**config.mk**
```make
export PLATFORM = sky130hd
export DESIGN_NAME = accel_step_detector_unit
export DESIGN_NICKNAME = d
export VERILOG_FILES = /design/src/asd_pkg.sv /design/src/asd_ctrl.sv /design/src/asd_datapath.sv /design/src/accel_step_detector_unit.sv
export SDC_FILE = /design/constraint.sdc
export NUM_CORES = 2
export LEC_CHECK = 0
export ABC_AREA = 1
export BUFFER_PORTS_ARGS = -buffer_cell sky130_fd_sc_hd__buf_2
export CAP_MARGIN = 20
export CORE_ASPECT_RATIO = 1.5
export CORE_MARGIN = 2
export CORE_UTILIZATION = 40
export DETAILED_ROUTE_END_ITERATION = 10
export GPL_TIMING_DRIVEN = 0
export SLEW_MARGIN = 20
export SYNTH_ARGS = -nofsm -noshare
export SYNTH_HDL_FRONTEND = slang
export SYNTH_SLANG_ARGS = --single-unit
```
**constraint.sdc**
```tcl
create_clock -name clk -period 6.3 [get_ports clk]
set_input_delay 0.63 -clock clk [delete_from_list [all_inputs] [get_ports clk]]
set_output_delay 0.63 -clock clk [all_outputs]
set_load 0.005 [all_outputs]
```
**src/asd_pkg.sv**
```systemverilog
// Shared types and constants for the accelerometer step detector.
// Used by asd_ctrl, asd_datapath and the top level; depends on nothing.

package asd_pkg;

    // Fixed field widths
    localparam int THR_W       = 14;
    localparam int MIN_W       = 16;
    localparam int SINCE_W     = 16;
    localparam int COUNT_W     = 32;
    localparam int OUT_W       = 16;
    localparam int CFG_INDEX_W = 4;
    localparam int CFG_DATA_W  = 16;

    // Magnitude value of 1.0 g in Q4.12 and the bits it needs
    localparam int ONE_G   = 4096;
    localparam int ONE_G_W = 13;

    localparam logic [THR_W-1:0]   THRESHOLD_RESET    = THR_W'(1024);
    localparam logic [MIN_W-1:0]   MIN_INTERVAL_RESET = MIN_W'(10);
    localparam logic [SINCE_W-1:0] SINCE_MAX          = {SINCE_W{1'b1}};

    // Item operation codes
    localparam logic OP_SAMPLE = 1'b0;
    localparam logic OP_CLEAR  = 1'b1;

    // Configuration register indexes
    localparam logic [CFG_INDEX_W-1:0] CFG_THRESHOLD    = CFG_INDEX_W'(0);
    localparam logic [CFG_INDEX_W-1:0] CFG_MIN_INTERVAL = CFG_INDEX_W'(1);

    // Commands from the controller to the datapath
    typedef struct packed {
        logic       load;       // capture the input item
        logic       sq_step;    // square / accumulate step
        logic [1:0] sq_sel;     // axis 0..2, 3 = final accumulate
        logic       root_step;  // one bit of the square root
        logic       update;     // ring, running sum, sample counter
        logic       div_init;   // register the reciprocal product of the sum
        logic       div_last;   // store average from the product
        logic       finish;     // detection and result register load
    } asd_cmd_t;

    // Status from the datapath to the controller
    typedef struct packed {
        logic op_clear;
    } asd_status_t;

endpackage

```
**src/asd_ctrl.sv**
```systemverilog
// Sequencer for the step detector: steps the datapath through square,
// root, ring update, optional division and result load. Depends on asd_pkg.

module asd_ctrl #(
    parameter int WINDOW    = 16,
    parameter int AXIS_BITS = 16
) (
    input  logic                clk,
    input  logic                rst_n,
    input  logic                in_valid,
    output logic                in_ready,
    output logic                out_valid,
    input  logic                out_ready,
    input  asd_pkg::asd_status_t status,
    output asd_pkg::asd_cmd_t    cmd
);

    localparam int HIST_W = (AXIS_BITS > asd_pkg::ONE_G_W) ? AXIS_BITS : asd_pkg::ONE_G_W;
    localparam int CNT_W  = $clog2(HIST_W + 1);
    localparam bit W_POW2 = ((WINDOW & (WINDOW - 1)) == 0);

    typedef enum logic [2:0] {
        S_IDLE,
        S_SQUARE,
        S_ROOT,
        S_UPDATE,
        S_DIV_INIT,
        S_DIV,
        S_FINISH
    } state_t;

    state_t             state_reg;
    logic [CNT_W-1:0]   cnt_reg;
    logic               out_valid_reg;
    logic               out_free;
    logic               root_last;

    assign out_free  = !out_valid_reg || out_ready;
    assign root_last = (cnt_reg == CNT_W'(AXIS_BITS - 1));
    assign in_ready  = (state_reg == S_IDLE);
    assign out_valid = out_valid_reg;

    always_comb
    begin
        cmd           = '0;
        cmd.load      = (state_reg == S_IDLE) && in_valid;
        cmd.sq_step   = (state_reg == S_SQUARE) && !status.op_clear;
        cmd.sq_sel    = cnt_reg[1:0];
        cmd.root_step = (state_reg == S_ROOT);
        cmd.update    = (state_reg == S_UPDATE);
        cmd.div_init  = (state_reg == S_DIV_INIT);
        cmd.div_last  = (state_reg == S_DIV);
        cmd.finish    = (state_reg == S_FINISH) && out_free;
    end

    always_ff @(posedge clk or negedge rst_n)
    begin
        if (!rst_n)
        begin
            state_reg     <= S_IDLE;
            cnt_reg       <= '0;
            out_valid_reg <= 1'b0;
        end
        else
        begin
            if (cmd.finish)
                out_valid_reg <= 1'b1;
            else if (out_ready)
                out_valid_reg <= 1'b0;

            unique case (state_reg)
                S_IDLE:
                begin
                    cnt_reg <= '0;
                    if (in_valid)
                        state_reg <= S_SQUARE;
                end
                S_SQUARE:
                begin
                    // clear item skips straight to the result
                    if (status.op_clear)
                    begin
                        state_reg <= S_FINISH;
                    end
                    else if (cnt_reg[1:0] == 2'd3)
                    begin
                        cnt_reg   <= '0;
                        state_reg <= S_ROOT;
                    end
                    else
                    begin
                        cnt_reg <= cnt_reg + CNT_W'(1);
                    end
                end
                S_ROOT:
                begin
                    if (root_last)
                    begin
                        cnt_reg   <= '0;
                        state_reg <= S_UPDATE;
                    end
                    else
                    begin
                        cnt_reg <= cnt_reg + CNT_W'(1);
                    end
                end
                S_UPDATE:
                begin
                    state_reg <= W_POW2 ? S_FINISH : S_DIV_INIT;
                end
                S_DIV_INIT:
                begin
                    cnt_reg   <= '0;
                    state_reg <= S_DIV;
                end
                S_DIV:
                begin
                    state_reg <= S_FINISH;
                end
                S_FINISH:
                begin
                    // hold until the result register is free
                    if (out_free)
                        state_reg <= S_IDLE;
                end
                default:
                begin
                    state_reg <= S_IDLE;
                end
            endcase
        end
    end

endmodule

```
**src/asd_datapath.sv**
```systemverilog
// Datapath of the step detector: squares, bit-serial square root, magnitude
// ring, average, detection state and result registers. Depends on asd_pkg.

module asd_datapath #(
    parameter int WINDOW    = 16,
    parameter int AXIS_BITS = 16
) (
    input  logic                                 clk,
    input  logic                                 rst_n,
    input  asd_pkg::asd_cmd_t                    cmd,
    output asd_pkg::asd_status_t                 status,
    input  logic                                 cfg_write,
    input  logic [asd_pkg::CFG_INDEX_W-1:0]      cfg_index,
    input  logic [asd_pkg::CFG_DATA_W-1:0]       cfg_data,
    input  logic                                 operation,
    input  logic signed [AXIS_BITS-1:0]          accel_x,
    input  logic signed [AXIS_BITS-1:0]          accel_y,
    input  logic signed [AXIS_BITS-1:0]          accel_z,
    output logic [asd_pkg::COUNT_W-1:0]          step_total,
    output logic                                 step_now,
    output logic [asd_pkg::OUT_W-1:0]            magnitude,
    output logic [asd_pkg::OUT_W-1:0]            average
);

    localparam int HIST_W = (AXIS_BITS > asd_pkg::ONE_G_W) ? AXIS_BITS : asd_pkg::ONE_G_W;
    localparam int LOG_W  = $clog2(WINDOW);
    localparam int POS_W  = LOG_W;
    localparam int SUM_W  = HIST_W + LOG_W;
    localparam int SQ_W   = 2 * AXIS_BITS;
    localparam int REM_W  = AXIS_BITS + 1;
    localparam int DIFF_W = HIST_W + 2;
    localparam bit W_POW2 = ((WINDOW & (WINDOW - 1)) == 0);

    // sum / WINDOW as (sum * RCP) >> RCP_SHIFT, exact for every SUM_W-bit sum
    localparam int RCP_SHIFT = SUM_W + LOG_W;
    localparam int PROD_W    = 2 * SUM_W + 1;
    localparam logic [SUM_W:0] RCP = (SUM_W + 1)'(((64'd1 << RCP_SHIFT)
                                     + 64'(WINDOW) - 64'd1) / 64'(WINDOW));

    localparam logic [SUM_W-1:0]  SUM_RESET = SUM_W'(asd_pkg::ONE_G * WINDOW);
    localparam logic [HIST_W-1:0] HIST_ONE  = HIST_W'(asd_pkg::ONE_G);

    // captured item
    logic                          op_reg;
    logic signed [AXIS_BITS-1:0]   ax_reg;
    logic signed [AXIS_BITS-1:0]   ay_reg;
    logic signed [AXIS_BITS-1:0]   az_reg;

    // squares and root
    logic signed [AXIS_BITS-1:0]   ax_sel;
    logic signed [SQ_W-1:0]        prod;
    logic [SQ_W-1:0]               prod_reg;
    logic [SQ_W-1:0]               acc_reg;
    logic [REM_W-1:0]              rem_reg;
    logic [AXIS_BITS-1:0]          root_reg;
    logic [REM_W+1:0]              root_r2;
    logic [REM_W+1:0]              root_trial;
    logic                          root_ge;

    // ring of magnitudes
    logic [HIST_W-1:0]             mem [WINDOW];
    logic [WINDOW-1:0]             valid_reg;
    logic [HIST_W-1:0]             old_reg;
    logic                          old_valid_reg;
    logic [HIST_W-1:0]             old_val;
    logic [POS_W-1:0]              pos_reg;
    logic [SUM_W-1:0]              sum_reg;
    logic [SUM_W-1:0]              sum_next;
    logic [HIST_W-1:0]             mag;
    logic [HIST_W-1:0]             avg_reg;

    // average by reciprocal multiplication
    logic [PROD_W-1:0]             div_prod;
    logic [PROD_W-1:0]             div_prod_reg;

    // detection
    logic [asd_pkg::THR_W-1:0]     thr_reg;
    logic [asd_pkg::MIN_W-1:0]     min_reg;
    logic [asd_pkg::SINCE_W-1:0]   since_reg;
    logic                          armed_reg;
    logic [asd_pkg::COUNT_W-1:0]   count_reg;
    logic signed [DIFF_W-1:0]      diff;
    logic signed [DIFF_W-1:0]      thr_ext;
    logic                          hit;

    // result registers
    logic [asd_pkg::COUNT_W-1:0]   step_total_reg;
    logic                          step_now_reg;
    logic [asd_pkg::OUT_W-1:0]     magnitude_reg;
    logic [asd_pkg::OUT_W-1:0]     average_reg;

    assign status.op_clear = op_reg;

    always_comb
    begin
        unique case (cmd.sq_sel)
            2'd0:    ax_sel = ax_reg;
            2'd1:    ax_sel = ay_reg;
            default: ax_sel = az_reg;
        endcase
    end

    assign prod = ax_sel * ax_sel;

    // one root bit: bring down two radicand bits, try root*4+1
    assign root_r2    = {rem_reg, acc_reg[SQ_W-1 -: 2]};
    assign root_trial = (REM_W + 2)'({root_reg, 2'b01});
    assign root_ge    = (root_r2 >= root_trial);

    assign mag      = HIST_W'(root_reg);
    assign old_val  = old_valid_reg ? old_reg : HIST_ONE;
    assign sum_next = sum_reg - SUM_W'(old_val) + SUM_W'(mag);

    assign div_prod = PROD_W'(sum_reg) * PROD_W'(RCP);

    assign diff    = $signed(DIFF_W'(mag)) - $signed(DIFF_W'(avg_reg));
    assign thr_ext = $signed(DIFF_W'(thr_reg));
    assign hit     = armed_reg && (diff < 0) && !(diff > thr_ext)
                     && (since_reg >= min_reg);

    // ring storage and its registered read port
    always_ff @(posedge clk)
    begin
        if (cmd.update)
            mem[pos_reg] <= mag;
        old_reg <= mem[pos_reg];
    end

    // payload registers
    always_ff @(posedge clk)
    begin
        if (cmd.load)
        begin
            ax_reg <= accel_x;
            ay_reg <= accel_y;
            az_reg <= accel_z;
        end
        if (cmd.sq_step)
        begin
            if (cmd.sq_sel != 2'd3)
                prod_reg <= SQ_W'(prod);
            if (cmd.sq_sel == 2'd0)
                acc_reg <= '0;
            else
                acc_reg <= acc_reg + prod_reg;
            if (cmd.sq_sel == 2'd3)
            begin
                rem_reg  <= '0;
                root_reg <= '0;
            end
        end
        else if (cmd.root_step)
        begin
            acc_reg  <= acc_reg << 2;
            rem_reg  <= root_ge ? REM_W'(root_r2 - root_trial) : REM_W'(root_r2);
            root_reg <= {root_reg[AXIS_BITS-2:0], root_ge};
        end
        if (cmd.div_init)
            div_prod_reg <= div_prod;
        if (cmd.finish)
        begin
            if (op_reg)
            begin
                step_total_reg <= '0;
                step_now_reg   <= 1'b0;
                magnitude_reg  <= '0;
            end
            else
            begin
                step_total_reg <= hit ? count_reg + asd_pkg::COUNT_W'(1) : count_reg;
                step_now_reg   <= hit;
                magnitude_reg  <= asd_pkg::OUT_W'(mag);
            end
            average_reg <= asd_pkg::OUT_W'(avg_reg);
        end
    end

    // control and detection state
    always_ff @(posedge clk or negedge rst_n)
    begin
        if (!rst_n)
        begin
            op_reg        <= 1'b0;
            valid_reg     <= '0;
            old_valid_reg <= 1'b0;
            pos_reg       <= '0;
            sum_reg       <= SUM_RESET;
            avg_reg       <= HIST_ONE;
            thr_reg       <= asd_pkg::THRESHOLD_RESET;
            min_reg       <= asd_pkg::MIN_INTERVAL_RESET;
            since_reg     <= asd_pkg::SINCE_MAX;
            armed_reg     <= 1'b0;
            count_reg     <= '0;
        end
        else
        begin
            old_valid_reg <= valid_reg[pos_reg];
            if (cmd.load)
                op_reg <= (operation == asd_pkg::OP_CLEAR);
            if (cfg_write)
            begin
                if (cfg_index == asd_pkg::CFG_THRESHOLD)
                    thr_reg <= cfg_data[asd_pkg::THR_W-1:0];
                else if (cfg_index == asd_pkg::CFG_MIN_INTERVAL)
                    min_reg <= cfg_data[asd_pkg::MIN_W-1:0];
            end
            if (cmd.update)
            begin
                valid_reg[pos_reg] <= 1'b1;
                sum_reg            <= sum_next;
                if (pos_reg == POS_W'(WINDOW - 1))
                    pos_reg <= '0;
                else
                    pos_reg <= pos_reg + POS_W'(1);
                if (since_reg != asd_pkg::SINCE_MAX)
                    since_reg <= since_reg + asd_pkg::SINCE_W'(1);
                if (W_POW2)
                    avg_reg <= HIST_W'(sum_next >> LOG_W);
            end
            if (cmd.div_last)
                avg_reg <= HIST_W'(div_prod_reg >> RCP_SHIFT);
            if (cmd.finish)
            begin
                if (op_reg)
                begin
                    count_reg <= '0;
                end
                else
                begin
                    priority if (diff > thr_ext)
                    begin
                        armed_reg <= 1'b1;
                    end
                    else if (armed_reg && (diff < 0))
                    begin
                        armed_reg <= 1'b0;
                        if (hit)
                        begin
                            count_reg <= count_reg + asd_pkg::COUNT_W'(1);
                            since_reg <= '0;
                        end
                    end
                end
            end
        end
    end

    assign step_total = step_total_reg;
    assign step_now   = step_now_reg;
    assign magnitude  = magnitude_reg;
    assign average    = average_reg;

endmodule

```
**src/accel_step_detector_unit.sv**
```systemverilog
// Top level of the accelerometer step detector: joins the sequencer and
// the datapath. Depends on asd_pkg, asd_ctrl and asd_datapath.
//
//  channel  signals                                         direction
//  in       in_valid/in_ready, operation, accel_x/y/z       into block
//  out      out_valid/out_ready, step_total, step_now,      out of block
//           magnitude, average
//  cfg      cfg_valid/cfg_ready, cfg_index, cfg_data        into block
//
// A sample item runs through the squares, the square root (one bit per cycle),
// the ring update and the result load; a WINDOW that is not a power of two
// adds the reciprocal multiply of the sum between update and result load.
// A clear item skips to the result load. One item is in work at a time; the next
// item is taken while the previous result waits in the output register.
// A stalled output holds the block in its last step. cfg_ready stays high.
// Reset restores the ring to 1.0 g entries at once through per-entry valid bits.

module accel_step_detector_unit #(
    parameter int WINDOW    = 16,
    parameter int AXIS_BITS = 16
) (
    input  logic                                 clk,
    input  logic                                 rst_n,
    input  logic                                 in_valid,
    output logic                                 in_ready,
    input  logic                                 operation,
    input  logic signed [AXIS_BITS-1:0]          accel_x,
    input  logic signed [AXIS_BITS-1:0]          accel_y,
    input  logic signed [AXIS_BITS-1:0]          accel_z,
    output logic                                 out_valid,
    input  logic                                 out_ready,
    output logic [asd_pkg::COUNT_W-1:0]          step_total,
    output logic                                 step_now,
    output logic [asd_pkg::OUT_W-1:0]            magnitude,
    output logic [asd_pkg::OUT_W-1:0]            average,
    input  logic                                 cfg_valid,
    output logic                                 cfg_ready,
    input  logic [asd_pkg::CFG_INDEX_W-1:0]      cfg_index,
    input  logic [asd_pkg::CFG_DATA_W-1:0]       cfg_data
);

    asd_pkg::asd_cmd_t    cmd;
    asd_pkg::asd_status_t status;

    assign cfg_ready = 1'b1;

    asd_ctrl #(
        .WINDOW    (WINDOW),
        .AXIS_BITS (AXIS_BITS)
    ) u_ctrl (
        .clk       (clk),
        .rst_n     (rst_n),
        .in_valid  (in_valid),
        .in_ready  (in_ready),
        .out_valid (out_valid),
        .out_ready (out_ready),
        .status    (status),
        .cmd       (cmd)
    );

    asd_datapath #(
        .WINDOW    (WINDOW),
        .AXIS_BITS (AXIS_BITS)
    ) u_datapath (
        .clk        (clk),
        .rst_n      (rst_n),
        .cmd        (cmd),
        .status     (status),
        .cfg_write  (cfg_valid && cfg_ready),
        .cfg_index  (cfg_index),
        .cfg_data   (cfg_data),
        .operation  (operation),
        .accel_x    (accel_x),
        .accel_y    (accel_y),
        .accel_z    (accel_z),
        .step_total (step_total),
        .step_now   (step_now),
        .magnitude  (magnitude),
        .average    (average)
    );

endmodule

```
---- Word-level counts from Yosys, hierarchy flattened ----
Memory sizes are Yosys's and may differ from the RTL's. A register that Yosys moved wholly into a read port is not among the register bits.
Cells that the tools add are included.
word-level totals
  register bits ........................... 376
  bits in writable memories ............... 256
  input port bits ......................... 74
  output and inout port bits .............. 68
  memories ................................ 1
cells by class
  add/sub/neg operators ................... 9
  $mul .................................... 1
  $lt $le $gt $ge ......................... 6
  eq/ne operators ......................... 20
  multiplexer cells ....................... 46
  bitwise operators ....................... 3
  reductions and logical operators ........ 30
memories
  name            words  width  read ports  clocked after Yosys merged registers in  write ports  RTL line            text
  u_datapath.mem  16     16     1           1                                        1            asd_datapath.sv:61  logic [HIST_W-1:0] mem [WINDOW];
operator list
  cell                     number
  $mux W32                 7
  $mux W16                 13
  $mux W17                 4
  $add A32 B1 Y32 const B  1
  $add A32 B32 Y32         1
  $mul A16 B16 Y32         1
  $pmux W16 S2             1
  $add A20 B16 Y20         1
  $sub A20 B16 Y20         1
  $ge A19 B18 Y1           1
  $pmux W3 S6              1
  $gt A17 B15 Y1           1
  $lt A17 B1 Y1 const B    1
  $sub A16 B16 Y17         1
  $sub A17 B17 Y17         1
  $add A16 B1 Y16 const B  1
  $ge A16 B16 Y1           1
  $ne A16 B16 Y1 const B   1
  $or A16 B16 Y16          1
  $mux W3                  5
  $mux W5                  3
  $pmux W5 S3              1
  $reduce_bool A2 Y1       5
  $eq A3 B3 Y1 const B     3
  other kinds (30)         58

---- Logic depth before layout (Yosys ltp) ----
  word-level depth ........................ 10
  mapped depth ............................ 33
  gate-level depth less buffers ........... 31

---- Cells and area by module ----
Synthesis repeated with hierarchy kept, for this count alone.
second synthesis, totals
  cell total of the unflattened synthesis .. 4484
  area, all modules ....................... 41347.2 um^2
by module, submodules not included
  module                    times used  cells an instance  area each (um^2)  sequential area each (um^2)
  asd_datapath              1           4391               40681.5           18218.7
  asd_ctrl                  1           91                 654.4             225.2
  accel_step_detector_unit  1           2                  11.3              0.0

---- Worst setup path after synthesis ----
No wires, ideal clock.
  path kind ............................... reg2reg
  start point ............................. register u_ctrl.cnt_reg[0]
  end point ............................... register u_datapath.prod_reg[31] (data pin)
  arrival time ............................ 6.290 ns
  required time ........................... 6.040 ns
  slack ................................... -0.250 ns
  stages on the path, launching flop included .. 27
  buffers on the path ..................... 2
  cell sequence ........................... dfrtp_1 inv_1 ha_1 buf_2 a22o_1 a21oi_2 inv_1 clkbuf_1 nand2_1 inv_1 fa_1 fa_1 fa_1 fa_1 fa_1 inv_1 fa_1 inv_1 ha_1 nand2_1 nor2_1 inv_1 nor2_1 nor2_1 o21a_1 o21ai_0 xnor2_1
on the way
  longest elaborated chain between the ends .. 3
  elaborated cells between the ends (all ways) .. 4
  those cells by class .................... mul: 1; eq/ne: 1; mux: 1; reduce/logical: 1
RTL lines
  element                                           RTL line             text
  from (decl)                                       asd_ctrl.sv:33       logic [CNT_W-1:0] cnt_reg;
  from (signal assigned)                            asd_ctrl.sv:92       cnt_reg <= cnt_reg + CNT_W'(1);
  from (signal assigned)                            asd_ctrl.sv:104      cnt_reg <= cnt_reg + CNT_W'(1);
  $eq A2 B1 Y1 or $logic_not A2 Y1 (tied branches)  asd_datapath.sv:96   unique case (cmd.sq_sel)
  $pmux W16 S2 *                                    asd_datapath.sv:96
  $mul A16 B16 Y32 *                                asd_datapath.sv:103  assign prod = ax_sel * ax_sel;
  via u_datapath.prod[31]                           asd_datapath.sv:51   logic signed [SQ_W-1:0] prod;
  to (signal assigned)                              asd_datapath.sv:141  prod_reg <= SQ_W'(prod);
  to (decl)                                         asd_datapath.sv:52   logic [SQ_W-1:0] prod_reg;
Mark *: on every way through the listed nets, which the timed path passes. The rest lies on a longest branch.
A chain may end at the register's enable or synchronous reset.

---- Worst setup path in the final report ----
  start point ............................. register u_ctrl.cnt_reg[0]
  end point ............................... register u_datapath.prod_reg[26] (data pin)
The elaborated chain is that of the path after synthesis.

==> impl_results.md <==
* Unrepaired setup endpoints after global routing: true
* Area Overhead vs Synth at 17.7%
* Final non-filler cell area at 47,800 sq um
* Worst path slowest cell: fa_2
* Clk Latency, worst-skew pair at 0.69 ns
* Multi-input logic area at 20,000 sq um
* Setup crit start kind: register
* Crit Path Max Fanout at 8
* Antenna Nets Post-Route at 0
* Port Buffers at 140
* Synth Warn # at 0
* Synth async-reset ratio at 22.7%
* Ys flop type: edfxtp_1
* Worst-path clk slew at 0.07 ns
* Die Area at 104,000 sq um
* Final worst-path cycle share at 106%
* Residual DRC at 0
* Fin. Hold Viols at 0
* Root buffer cell: clkbuf_16
* WP data required at 6.73 ns
* Layout cells sized above 1 at 16.2%
* TritonCTS clock tree: yes
* Most used cell, CP: inv_2
* CP Class: reg -> reg
* Layout fillers at 9,547
* Core Box Area at 101,000 sq um
* Tightest Pin Transition at 1.14 ns
* Largest net degree at the start of global routing at 83
* # clock sinks at 643
* Drt total wl at 125,000 microns
* Setup_tns at -3.78 ns
* Cells after Synth at 4,265
* FF+latch count, synth at 643
* Minimum clock period at 6.66 ns
* Die Wd at 264 microns
* Fin nets at 5,157
* Post-DR wirelength/cell at 20.8 microns
* Failing checks: negative setup slack
* Initial antenna violation count at 4
* Pre-antenna DRT Iters at 8
* GRT Residual Overflow at 0
* Post-synthesis sequential area ratio at 45.5%
* Register name with the most flops: u_datapath.mem
* Outcome: complete, but fails checks
* Critical Path AT at 7.09 ns
* Slew HR at 24.3%
* Most frequent cells in the layout: 776 x nand2_1, 653 x inv_1, 481 x edfxtp_1
* Final Wtd Congestion at 0.946
* Detail Placement HPWL at 95,300 microns
* Num CTS Buffers at 61
* Synth cell types at 60
* Largest register FFs at 256
* Syn Area/Cell at 9.51 sq um
* Fmax at 0.150 GHz
* I/O Pins at 142
* Max_cap viols at 0
* Commonest non-fill, non-tap cell in the layout: nand2_1
* Pre-CTS setup slack at -1.67 ns
* Vias in the first global route at 32.1k
* Final setup fails at 16
* Global-route wire length before repair at 187,000 microns
* Mapped cell area at 40,600 sq um
* Die height at 394 microns
* # rows at 143
* H-tree levels at 2
* GRT Total Usage at 23.7%
* Post-synth EDFFs at 481
* Hold Crit Class: in -> reg
* Area after DPL at 43,500 sq um
* Via/cell ratio at 5.21
* Setup slack after layout at -0.362 ns
* Worst Skew at 0.0553 ns
* Vias at 31.1k
* Initial core utilization at 40.2%
* Fin. max-slew vios at 0
* FF+latch area at 18,400 sq um
* Max clock buf depth at 3
* Initial DRC Count at 2,201
* Delay of the slowest cell on the worst path at 0.58 ns
* Synthesized net count at 4,803
* Setup crit end kind: register
-- cell type report --
cell class              instances  area share, %
clock inverters                43          0.975
plain buffers                 123           1.57
multi-input cells            2778           41.8
diodes                          2         0.0105
clock buffers                  73           3.31
inverters                     720           5.71
flip-flops and latches        643           38.6
repair buffers                292           4.52
well taps                    1305           3.42
-- routing by layer --
metal	track usage [%]	up-vias	part of all wire (%)
li1	-	14690	-
met1	25.4	15131	36
met2	44.4	956	53
met3	3.07	346	4.7
met4	13.6	4	6.6
met5	0	-	0.021
-- synthesized netlist by cell type (4+ instances only) --
| cell | count | share of area (%) |
|---|---|---|
| nand2_1 | 821 | 7.6 |
| inv_1 | 707 | 6.5 |
| edfxtp_1 | 481 | 36 |
| nor2_1 | 394 | 3.6 |
| o21ai_0 | 306 | 3.8 |
| fa_1 | 249 | 12 |
| ha_1 | 215 | 6.6 |
| a21oi_1 | 197 | 2.4 |
| nand3_1 | 126 | 1.6 |
| dfrtp_1 | 125 | 7.7 |
| xor2_1 | 81 | 1.7 |
| nand4_1 | 78 | 1.2 |
| clkbuf_1 | 71 | 0.66 |
| o22ai_1 | 65 | 1.0 |
| buf_2 | 40 | 0.49 |
| xnor2_1 | 33 | 0.71 |
| nor3_1 | 30 | 0.37 |
| dfstp_2 | 21 | 1.4 |
| a21o_1 | 20 | 0.37 |
| dfxtp_1 | 16 | 0.79 |
| o21bai_1 | 15 | 0.28 |
| a22o_1 | 14 | 0.30 |
| o211ai_1 | 14 | 0.26 |
| o21ai_1 | 13 | 0.16 |
| or2_2 | 12 | 0.19 |
| a21boi_0 | 11 | 0.20 |
| inv_2 | 11 | 0.10 |
| nand3b_1 | 11 | 0.20 |
| a21oi_2 | 7 | 0.15 |
| a31oi_1 | 7 | 0.11 |
| buf_4 | 6 | 0.11 |
| nor3_2 | 6 | 0.15 |
| nand2_2 | 5 | 0.077 |
| o31ai_1 | 5 | 0.093 |
| buf_6 | 4 | 0.11 |
| nor4_1 | 4 | 0.062 |
| o21a_1 | 4 | 0.074 |
| o221ai_1 | 4 | 0.086 |
-- final timing paths --
check / start / endpoint / slack, ns / cells after the start
max: u_ctrl.cnt_reg[0]$_DFFE_PN0P_ / u_datapath.prod_reg[26]$_DFFE_PP_ / -0.36 / 30
min: accel_y[7] / u_datapath.ay_reg[7]$_DFFE_PP_ / 0.16 / 1
max reg2reg: u_ctrl.cnt_reg[0]$_DFFE_PN0P_ / u_datapath.prod_reg[26]$_DFFE_PP_ / -0.36 / 30
min reg2reg: u_datapath.sum_reg[13]$_DFFE_PN0P_ / u_datapath.div_prod_reg[33]$_DFFE_PP_ / 0.45 / 0
max in group asynchronous: rst_n / u_datapath.avg_reg[12]$_DFFE_PN1P_ / 4.92 / 4
min in group asynchronous: rst_n / u_datapath.thr_reg[12]$_DFFE_PN0P_ / 0.38 / 2
-- cells by family (layout without fill, tap and decap cells) --
logic type | Yosys count | after routing | share of synthesized area (%)
AOI/OAI and AO/OA | 694 | 694 | 9.58
xor gates and xnor gates | 114 | 114 | 2.46
adders and majority gates | 464 | 464 | 18.9
buffers and inverters | 844 | 1251 | 8.07
DFF | 643 | 643 | 45.5
other | 1 | 3 | 0.00924
and+or+nand+nor | 1505 | 1505 | 15.5
-- timing repair --
item                                    CTS  global route
cloned                                    1             1
gates resized for setup                 220           124
hold buffers                              1             0
endpoints found under the setup margin   23            21
setup buffers                            92            38
hold endpoints to repair                 16             0
pin swaps                                70            81
-- stage by stage --
step / cells / utilization, % / hold slack (ns)
after floorplan: 4265 / - / 0.334
after global placement: 5710 / 42.7 / 0.431
after detailed placement: 5736 / 43.1 / 0.437
after CTS: 5946 / 46.7 / 0.119
after global routing: 5977 / 47.3 / 0.133
final: 5979 / 47.3 / 0.155
-- critical path: cells and delay by family, from the launching register on --
kind / cells / cell delay [ns]
compound gates: 5 / 0.77
xor+xnor: 1 / 0.12
fa+ha+maj: 8 / 3.56
buf+inv: 12 / 1.16
flops: 1 / 0.40
simple gates: 4 / 0.40
Power is left out: the tool's default activity adds up to more than one toggle a clock period on the data nets, which glitch-free logic cannot reach.
